$ cat src/rtl/small_set_insert_remove_table_top_defines.svh
// Assertion macros for the small set table.
`ifndef SMALL_SET_INSERT_REMOVE_TABLE_TOP_DEFINES_SVH
`define SMALL_SET_INSERT_REMOVE_TABLE_TOP_DEFINES_SVH

// same-cycle implication, checked out of reset
`define SSIRT_ASSERT_NOW(label, ante, cons) \
	label: assert property (@(posedge clk) disable iff (!arst_n) (ante) |-> (cons)) \
		else $error("set table assertion failed");

// next-cycle implication, checked out of reset
`define SSIRT_ASSERT_NEXT(label, ante, cons) \
	label: assert property (@(posedge clk) disable iff (!arst_n) (ante) |=> (cons)) \
		else $error("set table assertion failed");

`endif

$ cat src/rtl/ssirt_pkg.sv
// Types and constants shared by the small set table.
package ssirt_pkg;

	localparam int CAPACITY    = 16;
	localparam int VALUE_WIDTH = 16;
	localparam int CNT_W       = $clog2(CAPACITY + 1);
	localparam int IDX_W       = $clog2(CAPACITY);
	localparam int ADDR_W      = 3;
	localparam int LIMIT_W     = 5;

	localparam logic [ADDR_W-3:0] REG_CAPACITY_LIMIT = '0;
	localparam logic [LIMIT_W-1:0] LIMIT_RESET = 5'd16;

	typedef enum logic [1:0] {
		OP_ADD    = 2'd0,
		OP_REMOVE = 2'd1,
		OP_CLEAR  = 2'd2,
		OP_READ   = 2'd3
	} op_t;

	typedef struct packed {
		op_t         op;
		logic [15:0] value;
		logic [3:0]  index;
	} ssirt_req_t;

	typedef struct packed {
		logic        was_present;
		logic        dropped_full;
		logic [4:0]  member_count;
		logic [15:0] read_value;
		logic        read_valid;
	} ssirt_rsp_t;

	// broadcast to every cell of the row
	typedef struct packed {
		logic                   do_add;
		logic                   do_rem;
		logic [VALUE_WIDTH-1:0] key;
	} ssirt_ctl_t;

endpackage

$ cat src/rtl/ssirt_cell.sv
// One slot of the set row: holds a value, matches the key, shifts down on remove.
module ssirt_cell
	import ssirt_pkg::*;
(
	input  logic                   clk,
	input  ssirt_ctl_t             ctl,
	input  logic                   occ,
	input  logic                   occ_prev,
	input  logic                   shift_in,
	input  logic [VALUE_WIDTH-1:0] nxt_value,
	output logic [VALUE_WIDTH-1:0] value,
	output logic                   hit,
	output logic                   shift_out
);

	logic [VALUE_WIDTH-1:0] value_q;
	logic                   add_here;

	assign hit       = occ && (value_q == ctl.key);
	assign shift_out = shift_in | hit;
	// first free slot: previous one occupied, this one not
	assign add_here  = occ_prev & ~occ;
	assign value     = value_q;

	always_ff @(posedge clk) begin
		if (ctl.do_rem && shift_out) begin
			value_q <= nxt_value;
		end else if (ctl.do_add && add_here) begin
			value_q <= ctl.key;
		end
	end

endmodule

$ cat src/rtl/small_set_insert_remove_table_top.sv
// Result strobe (done) is registered: it rises in the cycle after a request is accepted.
// Throughput: one request per cycle; busy is never raised.
// The rate is set by the row of slot cells, which compare the key and
// close a gap by shifting one place in the same cycle.
// Reset empties the set and sets capacity_limit to 16; slot contents stay
// undefined until written. The receiver cannot stall.
`include "small_set_insert_remove_table_top_defines.svh"

module small_set_insert_remove_table_top
	import ssirt_pkg::*;
(
	input  logic              clk,
	input  logic              arst_n,
	input  logic              start,
	output logic              busy,
	input  ssirt_req_t        req,
	output logic              done,
	output ssirt_rsp_t        rsp,
	input  logic              psel,
	input  logic              penable,
	input  logic              pwrite,
	input  logic [ADDR_W-1:0] paddr,
	input  logic [31:0]       pwdata,
	output logic [31:0]       prdata,
	output logic              pready
);

	logic [CNT_W-1:0]       count_q, count_nxt;
	logic [LIMIT_W-1:0]     limit_q;
	logic                   done_q;
	ssirt_rsp_t             rsp_q, rsp_d;

	logic                   accept;
	logic [31:0]            key_ext;
	ssirt_ctl_t             ctl;
	logic [CAPACITY-1:0]    occ, hit, shift_chain;
	logic [VALUE_WIDTH-1:0] slot_vals [CAPACITY];
	logic                   present, room;
	logic [15:0]            count_ext, eff_limit, idx_ext;
	logic                   rd_ok;
	logic [VALUE_WIDTH-1:0] rd_val;
	logic [31:0]            rd_ext;
	logic [15:0]            cnt_out_ext;
	logic                   reg_sel;

	assign busy   = 1'b0;
	assign accept = start & ~busy;
	assign pready = 1'b1;

	// configuration port
	assign reg_sel = (paddr[ADDR_W-1:2] == REG_CAPACITY_LIMIT);
	assign prdata  = reg_sel ? 32'(limit_q) : 32'd0;

	always_ff @(posedge clk or negedge arst_n) begin
		if (!arst_n) begin
			limit_q <= LIMIT_RESET;
		end else if (psel && penable && pwrite && pready && reg_sel) begin
			limit_q <= pwdata[LIMIT_W-1:0];
		end
	end

	// key and occupancy
	assign key_ext = 32'(req.value);

	always_comb begin
		for (int i = 0; i < CAPACITY; i++) begin
			occ[i] = (32'(i) < 32'(count_q));
		end
	end

	assign present   = |hit;
	assign count_ext = 16'(count_q);
	assign eff_limit = (16'(limit_q) > 16'(CAPACITY)) ? 16'(CAPACITY) : 16'(limit_q);
	assign room      = count_ext < eff_limit;

	assign ctl.key    = key_ext[VALUE_WIDTH-1:0];
	assign ctl.do_add = accept && (req.op == OP_ADD) && !present && room;
	assign ctl.do_rem = accept && (req.op == OP_REMOVE) && present;

	// row of slot cells
	for (genvar i = 0; i < CAPACITY; i++) begin : g_cell
		logic                   occ_prev_w, shift_in_w;
		logic [VALUE_WIDTH-1:0] nxt_w;

		if (i == 0) begin : g_first
			assign occ_prev_w = 1'b1;
			assign shift_in_w = 1'b0;
		end else begin : g_rest
			assign occ_prev_w = occ[i-1];
			assign shift_in_w = shift_chain[i-1];
		end

		if (i == CAPACITY - 1) begin : g_last
			assign nxt_w = slot_vals[i];
		end else begin : g_inner
			assign nxt_w = slot_vals[i+1];
		end

		ssirt_cell u_cell (
			.clk       (clk),
			.ctl       (ctl),
			.occ       (occ[i]),
			.occ_prev  (occ_prev_w),
			.shift_in  (shift_in_w),
			.nxt_value (nxt_w),
			.value     (slot_vals[i]),
			.hit       (hit[i]),
			.shift_out (shift_chain[i])
		);
	end

	// count update
	always_comb begin
		count_nxt = count_q;
		if (accept) begin
			unique case (req.op)
				OP_ADD:    if (ctl.do_add) count_nxt = count_q + 1'b1;
				OP_REMOVE: if (ctl.do_rem) count_nxt = count_q - 1'b1;
				OP_CLEAR:  count_nxt = '0;
				OP_READ:   count_nxt = count_q;
				default:   count_nxt = count_q;
			endcase
		end
	end

	// read path
	assign idx_ext = 16'(req.index);
	assign rd_ok   = (req.op == OP_READ) && (idx_ext < count_ext) && (idx_ext < 16'(CAPACITY));
	assign rd_val  = slot_vals[idx_ext[IDX_W-1:0]];
	assign rd_ext  = 32'(rd_val);

	assign cnt_out_ext = 16'(count_nxt);

	always_comb begin
		rsp_d              = '0;
		rsp_d.was_present  = ((req.op == OP_ADD) || (req.op == OP_REMOVE)) && present;
		rsp_d.dropped_full = (req.op == OP_ADD) && !present && !room;
		rsp_d.member_count = cnt_out_ext[4:0];
		rsp_d.read_valid   = rd_ok;
		rsp_d.read_value   = rd_ok ? rd_ext[15:0] : 16'd0;
	end

	always_ff @(posedge clk or negedge arst_n) begin
		if (!arst_n) begin
			count_q <= '0;
			done_q  <= 1'b0;
		end else begin
			count_q <= count_nxt;
			done_q  <= accept;
		end
	end

	always_ff @(posedge clk) begin
		if (accept) begin
			rsp_q <= rsp_d;
		end
	end

	assign done = done_q;
	assign rsp  = rsp_q;

	`SSIRT_ASSERT_NEXT(a_done_follows_req, accept, done)
	`SSIRT_ASSERT_NEXT(a_no_spurious_done, !accept, !done)
	`SSIRT_ASSERT_NOW(a_distinct_entries, 1'b1, $onehot0(hit))
	`SSIRT_ASSERT_NOW(a_count_in_range, 1'b1, 32'(count_q) <= 32'(CAPACITY))

endmodule
$ cat config.mk
export PLATFORM = sky130hd
export DESIGN_NAME = small_set_insert_remove_table_top
export DESIGN_NICKNAME = d
export VERILOG_FILES = /design/src/rtl/ssirt_pkg.sv /design/src/rtl/ssirt_cell.sv /design/src/rtl/small_set_insert_remove_table_top.sv
export VERILOG_INCLUDE_DIRS = /design/src /design/src/rtl
export SDC_FILE = /design/constraint.sdc
export NUM_CORES = 1
export LEC_CHECK = 0
export BUFFER_PORTS_ARGS = -buffer_cell sky130_fd_sc_hd__buf_4
export CAP_MARGIN = 0
export CORE_UTILIZATION = 50
export CTS_CLUSTER_DIAMETER = 200
export DETAILED_ROUTE_END_ITERATION = 7
export PLACE_DENSITY_LB_ADDON = 0.1
export REMOVE_ABC_BUFFERS = 1
export SYNTH_ARGS = -nofsm -noshare
export SYNTH_HDL_FRONTEND = slang
export SYNTH_SLANG_ARGS = --single-unit
$ cat constraint.sdc
create_clock -name clk -period 4.8 [get_ports clk]
set_input_delay 0.72 -clock clk [delete_from_list [all_inputs] [get_ports clk]]
set_output_delay 0.72 -clock clk [all_outputs]
set_load 0.1 [all_outputs]
[Word-level counts from Yosys, hierarchy flattened]
Cells that the tools add are included.
Storage, ports and cells
  register bits after elaboration: 291
  bits of input ports: 63
  output and inout port bits: 59
  word-level logic and storage cells: 236
Cells by class
  add/sub/neg operators: 2
  order comparisons: 21
  eq/ne operators: 19
  mux-type cells: 39
  bitwise logic cells: 49
  reductions and logical operators: 82
Operators with widths (count)
  16-bit two-way mux: 32
  16-bit == test: 16
  16-bit binary-select mux with 4-bit select: 1
  1-bit logical AND: 61
  4-bit by 5-bit less-than comparator with 1-bit output (first input constant): 8
  2-bit nonzero test: 15
  5-bit two-way mux: 5
  3-bit by 5-bit less-than comparator with 1-bit output (first input constant): 4
  5-bit case mux with 4 select lines: 1
  1-bit NOT: 18
  16-bit OR reduction: 1
  1-bit bitwise AND: 15
  1-bit bitwise OR: 15
  1-bit by 5-bit less-than comparator with 1-bit output (first input constant): 2
  2-bit by 5-bit less-than comparator with 1-bit output (first input constant): 2
  5-bit by 1-bit adder with 5-bit output (second input constant): 1
  5-bit greater-or-equal comparator (second input constant): 1
  5-bit > comparator (second input constant): 1
  4-bit by 5-bit less-than comparator with 1-bit output: 1
  4-bit by 5-bit less-than comparator with 1-bit output (second input constant): 1
  5-bit less-than comparator: 1
  4-bit NOT with 5-bit output: 1
  5-bit by 1-bit subtractor with 5-bit output (second input constant): 1
  2-bit == test (second input constant): 2
  5 further kinds: 6

[Logic depth before layout (Yosys ltp)]
  word-level depth: 20
  mapped depth: 14
  depth with buffers taken out: 12

[Modules after synthesis]
A second synthesis with hierarchy kept.
Unflattened totals
  cells, all modules: 2674
  area, all modules: 25876.1 sq um
Modules (own cells, without submodules)
  ssirt_cell: times used 16, cells an instance 147, area an instance 1358.8 sq um, seq. area each 480.5 sq um
  small_set_insert_remove_table_top: times used 1, cells an instance 322, area an instance 4135.2 sq um, seq. area each 997.2 sq um

[Worst setup path after synthesis]
Ideal clock, no wire load.
  path type: input to register
  from: in req[12] in the netlist's numbering
  to: reg g_cell[12].u_cell.value_q[0] (enable)
  setup time: 0.414 ns
  arrival time: 4.383 ns
  required time: 4.386 ns
  path slack: 0.003 ns
  stages on the path: 13
  path buffers: 5
  cell sequence: clkbuf_1 buf_4 xor2_1 nor4_1 a22oi_1 nand4b_4 or2_1 clkbuf_1 or2_1 buf_6 or4_1 buf_2 o31ai_1
Between the ends
  word-level cells in the longest chain between the ends: 16
  elaborated cells between the ends (all ways): 52
  classes of those cells: 16 x eq/ne; 12 x bitwise; 24 x reduce/logical
RTL lines
  start: declaration: line small_set_insert_remove_table_top.sv:16  | input ssirt_req_t req,
  16-bit == test: line ssirt_cell.sv:19  | assign hit = occ && (value_q == ctl.key);
  1-bit logical AND: line ssirt_cell.sv:19
  1-bit bitwise OR (12 in series): line ssirt_cell.sv:20  | assign shift_out = shift_in | hit;
  1-bit logical AND: line ssirt_cell.sv:26  | if (ctl.do_rem && shift_out) begin
  2-bit nonzero test (no source line) *
  end signal: assignment: line ssirt_cell.sv:27  | value_q <= nxt_value;
  end signal: assignment: line ssirt_cell.sv:29  | value_q <= ctl.key;
  end: declaration: line ssirt_cell.sv:16  | logic [VALUE_WIDTH-1:0] value_q;
Mark *: on every way between the ends. The rest lies on a longest branch, timed or not.
A chain may end at the register's enable or synchronous reset.

[Worst setup path after layout]
  from: reg count_q[1]
  to: reg g_cell[5].u_cell.value_q[11], data pin
Between the ends
  word-level cells in the longest chain between the ends: 9
  elaborated cells between the ends (all ways): 41
  classes of those cells: 16 x order compare; 1 x mux; 5 x bitwise; 19 x reduce/logical
RTL lines
  start: declaration: line small_set_insert_remove_table_top.sv:28  | logic [CNT_W-1:0] count_q, count_nxt;
  start signal: assignment: line small_set_insert_remove_table_top.sv:148  | count_q <= count_nxt;
  1-bit by 5-bit less-than comparator with 1-bit output: line small_set_insert_remove_table_top.sv:67  | occ[i] = (32'(i) < 32'(count_q));
  1-bit logical AND: line ssirt_cell.sv:19
  1-bit bitwise OR (5 in series): line ssirt_cell.sv:20
  1-bit logical AND *: line ssirt_cell.sv:26
  16-bit two-way mux *: line ssirt_cell.sv:26
  end signal: assignment: line ssirt_cell.sv:27
  end signal: assignment: line ssirt_cell.sv:29
  end: declaration: line ssirt_cell.sv:16
Marks and branches as above.

==> impl_metrics.sql <==
INSERT INTO impl_metrics (metric_group, metric, value, unit) VALUES
('route', 'route.vias.total', '12304', ''),
('clocking', 'number_of_clock_sinks', '291', ''),
('grt', 'grt_start_max_net_pins', '36', ''),
('critical_path', 'critPathSlowestCell', 'sky130_fd_sc_hd__dfrtp_1', ''),
('placement', 'numPortBuffers', '63', ''),
('route', 'drc_errors', '0', ''),
('cells_and_area', 'antenna_cells', '0', ''),
('logic_synthesis', 'synth.distinct_cells', '68', ''),
('placement', 'place_area', '0.0199', 'mm²'),
('timing', 'timing.final.crit_share', '94.2', '%'),
('critical_path', 'worst_setup_sp_type', 'flop', ''),
('cells_and_area', 'n_fill_cell', '2991', ''),
('cells_and_area', 'stdcell_area', '0.0209', 'mm²'),
('critical_path', 'max_stage_delay', '0.65', 'ns'),
('logic_synthesis', 'synthTopCellsByArea', 'sky130_fd_sc_hd__edfxtp_1 (45%), sky130_fd_sc_hd__mux2_2 (14%), sky130_fd_sc_hd__mux4_2 (9.7%)', ''),
('critical_path', 'worst-setup-path-type', 'reg2reg', ''),
('clocking', 'post_cts_resize_count', '0', ''),
('logic_synthesis', 'yosys_warnings', '0', ''),
('floorplanning', 'floorplan.die.height', '195', 'µm'),
('timing', 'finalSetupViolations', '0', ''),
('logic_synthesis', 'synthDominantAreaCellType', 'sky130_fd_sc_hd__edfxtp_1', ''),
('worst_hold_path', 'holdCritPathClass', 'in2async', ''),
('logic_synthesis', 'yosysSeqAreaShare', '46.6', '%'),
('pwr', 'power.switching', '2.19', 'mW'),
('clocking', 'cts-hold-fix-buffers', '0', ''),
('logic_synthesis', 'yosysMostFrequentCell', 'sky130_fd_sc_hd__edfxtp_1', ''),
('logic_synthesis', 'share_of_synthesized_flip_flops_with_an_asynchronous_set_or_reset', '3.78', '%'),
('grt', 'grtUsageTotal', '29.5', '%'),
('floorplanning', 'ioPinCount', '122', ''),
('pwr', 'power_frac_comb', '21.9', '%'),
('critical_path', 'critical_path_peak_fanout', '12', ''),
('critical_path', 'cp_cell_sequence', 'inv_1 > ha_1 > o21ai_0 > or4bb_1 > o22ai_1 > nor4_1 > buf_4 > nand4_1 > nand2_1 > a21oi_1 > buf_4 > mux2_2', ''),
('placement', 'place.gp.congestion', '0.966', ''),
('clocking', 'clk_pin_slew_worst_paths', '0.06', 'ns'),
('critical_path', 'worst-endpoint-arrival', '4.79', 'ns'),
('floorplanning', 'die_x_extent', '195', 'µm'),
('floorplanning', 'placement_rows', '70', ''),
('flow_run', 'cap_violations', '0', ''),
('cells_and_area', 'fin_util', '57.2', '%'),
('critical_path', 'crit_required', '5.07', 'ns'),
('logic_synthesis', 'post-synth-top-area-fraction', '45.1', '%'),
('placement', 'post_dp_hpwl', '42.3', 'mm'),
('timing', 'report.final.slew_viol_count', '0', ''),
('critical_path', 'critical_path.startpoint', 'count_q[1]', ''),
('timing', 'timing.final.crit_period', '4.52', 'ns'),
('pwr', 'power.leakage', '7.09', 'nW'),
('timing', 'max_slew_margin', '52.7', '%'),
('pwr', 'vdd.ir_drop.worst', '0.000260', 'V'),
('cells_and_area', 'nNetsFinal', '1544', ''),
('route', 'wirelength', '55.2', 'mm'),
('grt', 'grt_first_pass_wirelength', '82.0', 'mm'),
('timing', 'setup_total_negative_slack', '0', 'ns'),
('route', 'detailed_router_iteration_count_before_antenna_repair', '5', ''),
('logic_synthesis', 'synth.ff_latch_count', '291', ''),
('cells_and_area', 'area_delta_synth_final', '12.4', '%'),
('timing', 'rsz0062_at_grt', 'no', ''),
('pwr', 'clkPwrFrac', '36.0', '%'),
('clocking', 'clk_root_buffer_cell', 'sky130_fd_sc_hd__clkbuf_16', ''),
('logic_synthesis', 'synthTopCellsByCount', 'sky130_fd_sc_hd__edfxtp_1 (280), sky130_fd_sc_hd__mux2_2 (238), sky130_fd_sc_hd__xnor2_1 (134)', ''),
('logic_synthesis', 'gate_count_of_the_mapped_netlist', '1413', ''),
('outcome', 'outcome', 'finished, final reports clean', ''),
('critical_path', 'timing.critical_path.to_type', 'flop', ''),
('route', 'route.detailed.wl_per_inst', '28.2', 'µm'),
('pwr', 'finalPower', '7.06', 'mW'),
('critical_path', 'critical_path.reg2reg.startpoint', 'count_q[1]', ''),
('cells_and_area', 'final_layout_size_suffix_gt1_share', '35.5', '%'),
('clocking', 'tritoncts', 'built', ''),
('pwr', 'internal_power', '4.87', 'mW'),
('pwr', 'power.share.sequential', '42.1', '%'),
('logic_synthesis', 'synth.cell_area', '0.0186', 'mm²'),
('clocking', 'ctsLongestPathBuffers', '3', '');
-- final timing paths --
| path | endpoint | slack (ns) | cells past startpoint |
|---|---|---|---|
| min in group clk | limit_q[3] | 0.42 | 2 |
| max in group asynchronous | limit_q[4] | 4.53 | 1 |
| worst min register to register | limit_q[2] | 0.53 | 1 |
| worst min-delay path | limit_q[3] | 0.03 | 1 |
| worst max-delay path | g_cell[5].u_cell.value[11] | 0.28 | 12 |
| worst max register to register | g_cell[5].u_cell.value[11] | 0.28 | 12 |
-- worst max-delay path, delay by kind of cell, from the launching register on --
family,cells,cell delay [ns]
compound gates,3,1.24
simple gates,4,1.07
flops,1,0.65
buf+inv,3,0.65
mux,1,0.37
fa+ha+maj,1,0.28
-- cells in the final DEF, fill, tap and decap left out, types with 8 or more instances in the layout --
master                      synthesis  layout
sky130_fd_sc_hd__edfxtp_1         280     280
sky130_fd_sc_hd__nand3_1           19      19
sky130_fd_sc_hd__dfrtp_1           10      10
sky130_fd_sc_hd__conb_1             2      29
sky130_fd_sc_hd__nor2_1            32      32
sky130_fd_sc_hd__inv_1             16      16
sky130_fd_sc_hd__o31ai_2            0       8
sky130_fd_sc_hd__ha_1              10      10
sky130_fd_sc_hd__buf_4             44     123
sky130_fd_sc_hd__nor4_1            41      41
sky130_fd_sc_hd__mux2_2           238     238
sky130_fd_sc_hd__xor2_1           126     126
sky130_fd_sc_hd__nand4_1           48      48
sky130_fd_sc_hd__clkbuf_16          0      37
sky130_fd_sc_hd__buf_12             0      16
sky130_fd_sc_hd__nor2b_1           21      21
sky130_fd_sc_hd__nand2_1           63      63
sky130_fd_sc_hd__o21ai_0           13      10
sky130_fd_sc_hd__mux4_2            80      80
sky130_fd_sc_hd__nor3_1            18      18
sky130_fd_sc_hd__xnor2_1          134     134
-- power by group through the flow --
stage,Clock [mW],Sequential (mW),Combinational (mW)
after floorplan,0,3.19,0.735
after global placement,0,3.02,1.51
after detailed placement,0,3.03,1.52
after CTS,2.58,2.97,1.53
after global routing,2.67,2.98,1.63
final,2.55,2.97,1.54
-- stage by stage --
stage | hold WS, ns | setup slack, ns | std cells
2_1_floorplan | 0.424 | 0.0653 | 1295
3_3_place_gp | 0.515 | 0.520 | 1902
3_5_place_dp | 0.518 | 0.471 | 1902
4_1_cts | 0.0158 | 0.441 | 1960
5_1_grt | 0.0258 | 0.264 | 1960
6_report | 0.0298 | 0.280 | 1960
-- cell families (layout without fill, tap and decap cells) --
kind of cell | after synthesis | in the layout | share of synthesized area [%]
adders and majority gates | 10 | 10 | 0.671
other | 2 | 29 | 0.0403
AOI/OAI and AO/OA | 74 | 74 | 2.87
and+or+nand+nor | 294 | 294 | 8.94
DFF | 291 | 291 | 46.6
muxes | 321 | 321 | 24.2
buffers and inverters | 161 | 213 | 4.44
xor gates and xnor gates | 260 | 260 | 12.2
-- registers in the layout, indices dropped and copies added, names as in the netlist --
signal	count
done	1
rsp	24
count_q	5
limit_q	5
g_cell.u_cell.value	256
-- area by class of cell --
| type | instances | area (µm²) | share of cell area [%] |
|---|---|---|---|
| flip-flops and latches | 291 | 8680 | 41.5 |
| multi-input cells | 988 | 9300 | 44.4 |
| well taps | 468 | 586 | 2.80 |
| inverters | 16 | 60.1 | 0.287 |
| repair buffers | 139 | 1240 | 5.94 |
| clock buffers | 44 | 982 | 4.69 |
| clock inverters | 14 | 86.3 | 0.412 |
-- per-layer routing --
metal	global-route usage, %	part of all wire [%]	up-vias
met5	0	0	-
met4	10.3	3.3	0
met3	3.37	5.8	94
met2	49.2	49	456
met1	40.1	41	6349
li1	-	-	5405
(Power assumes the default switching activity.)
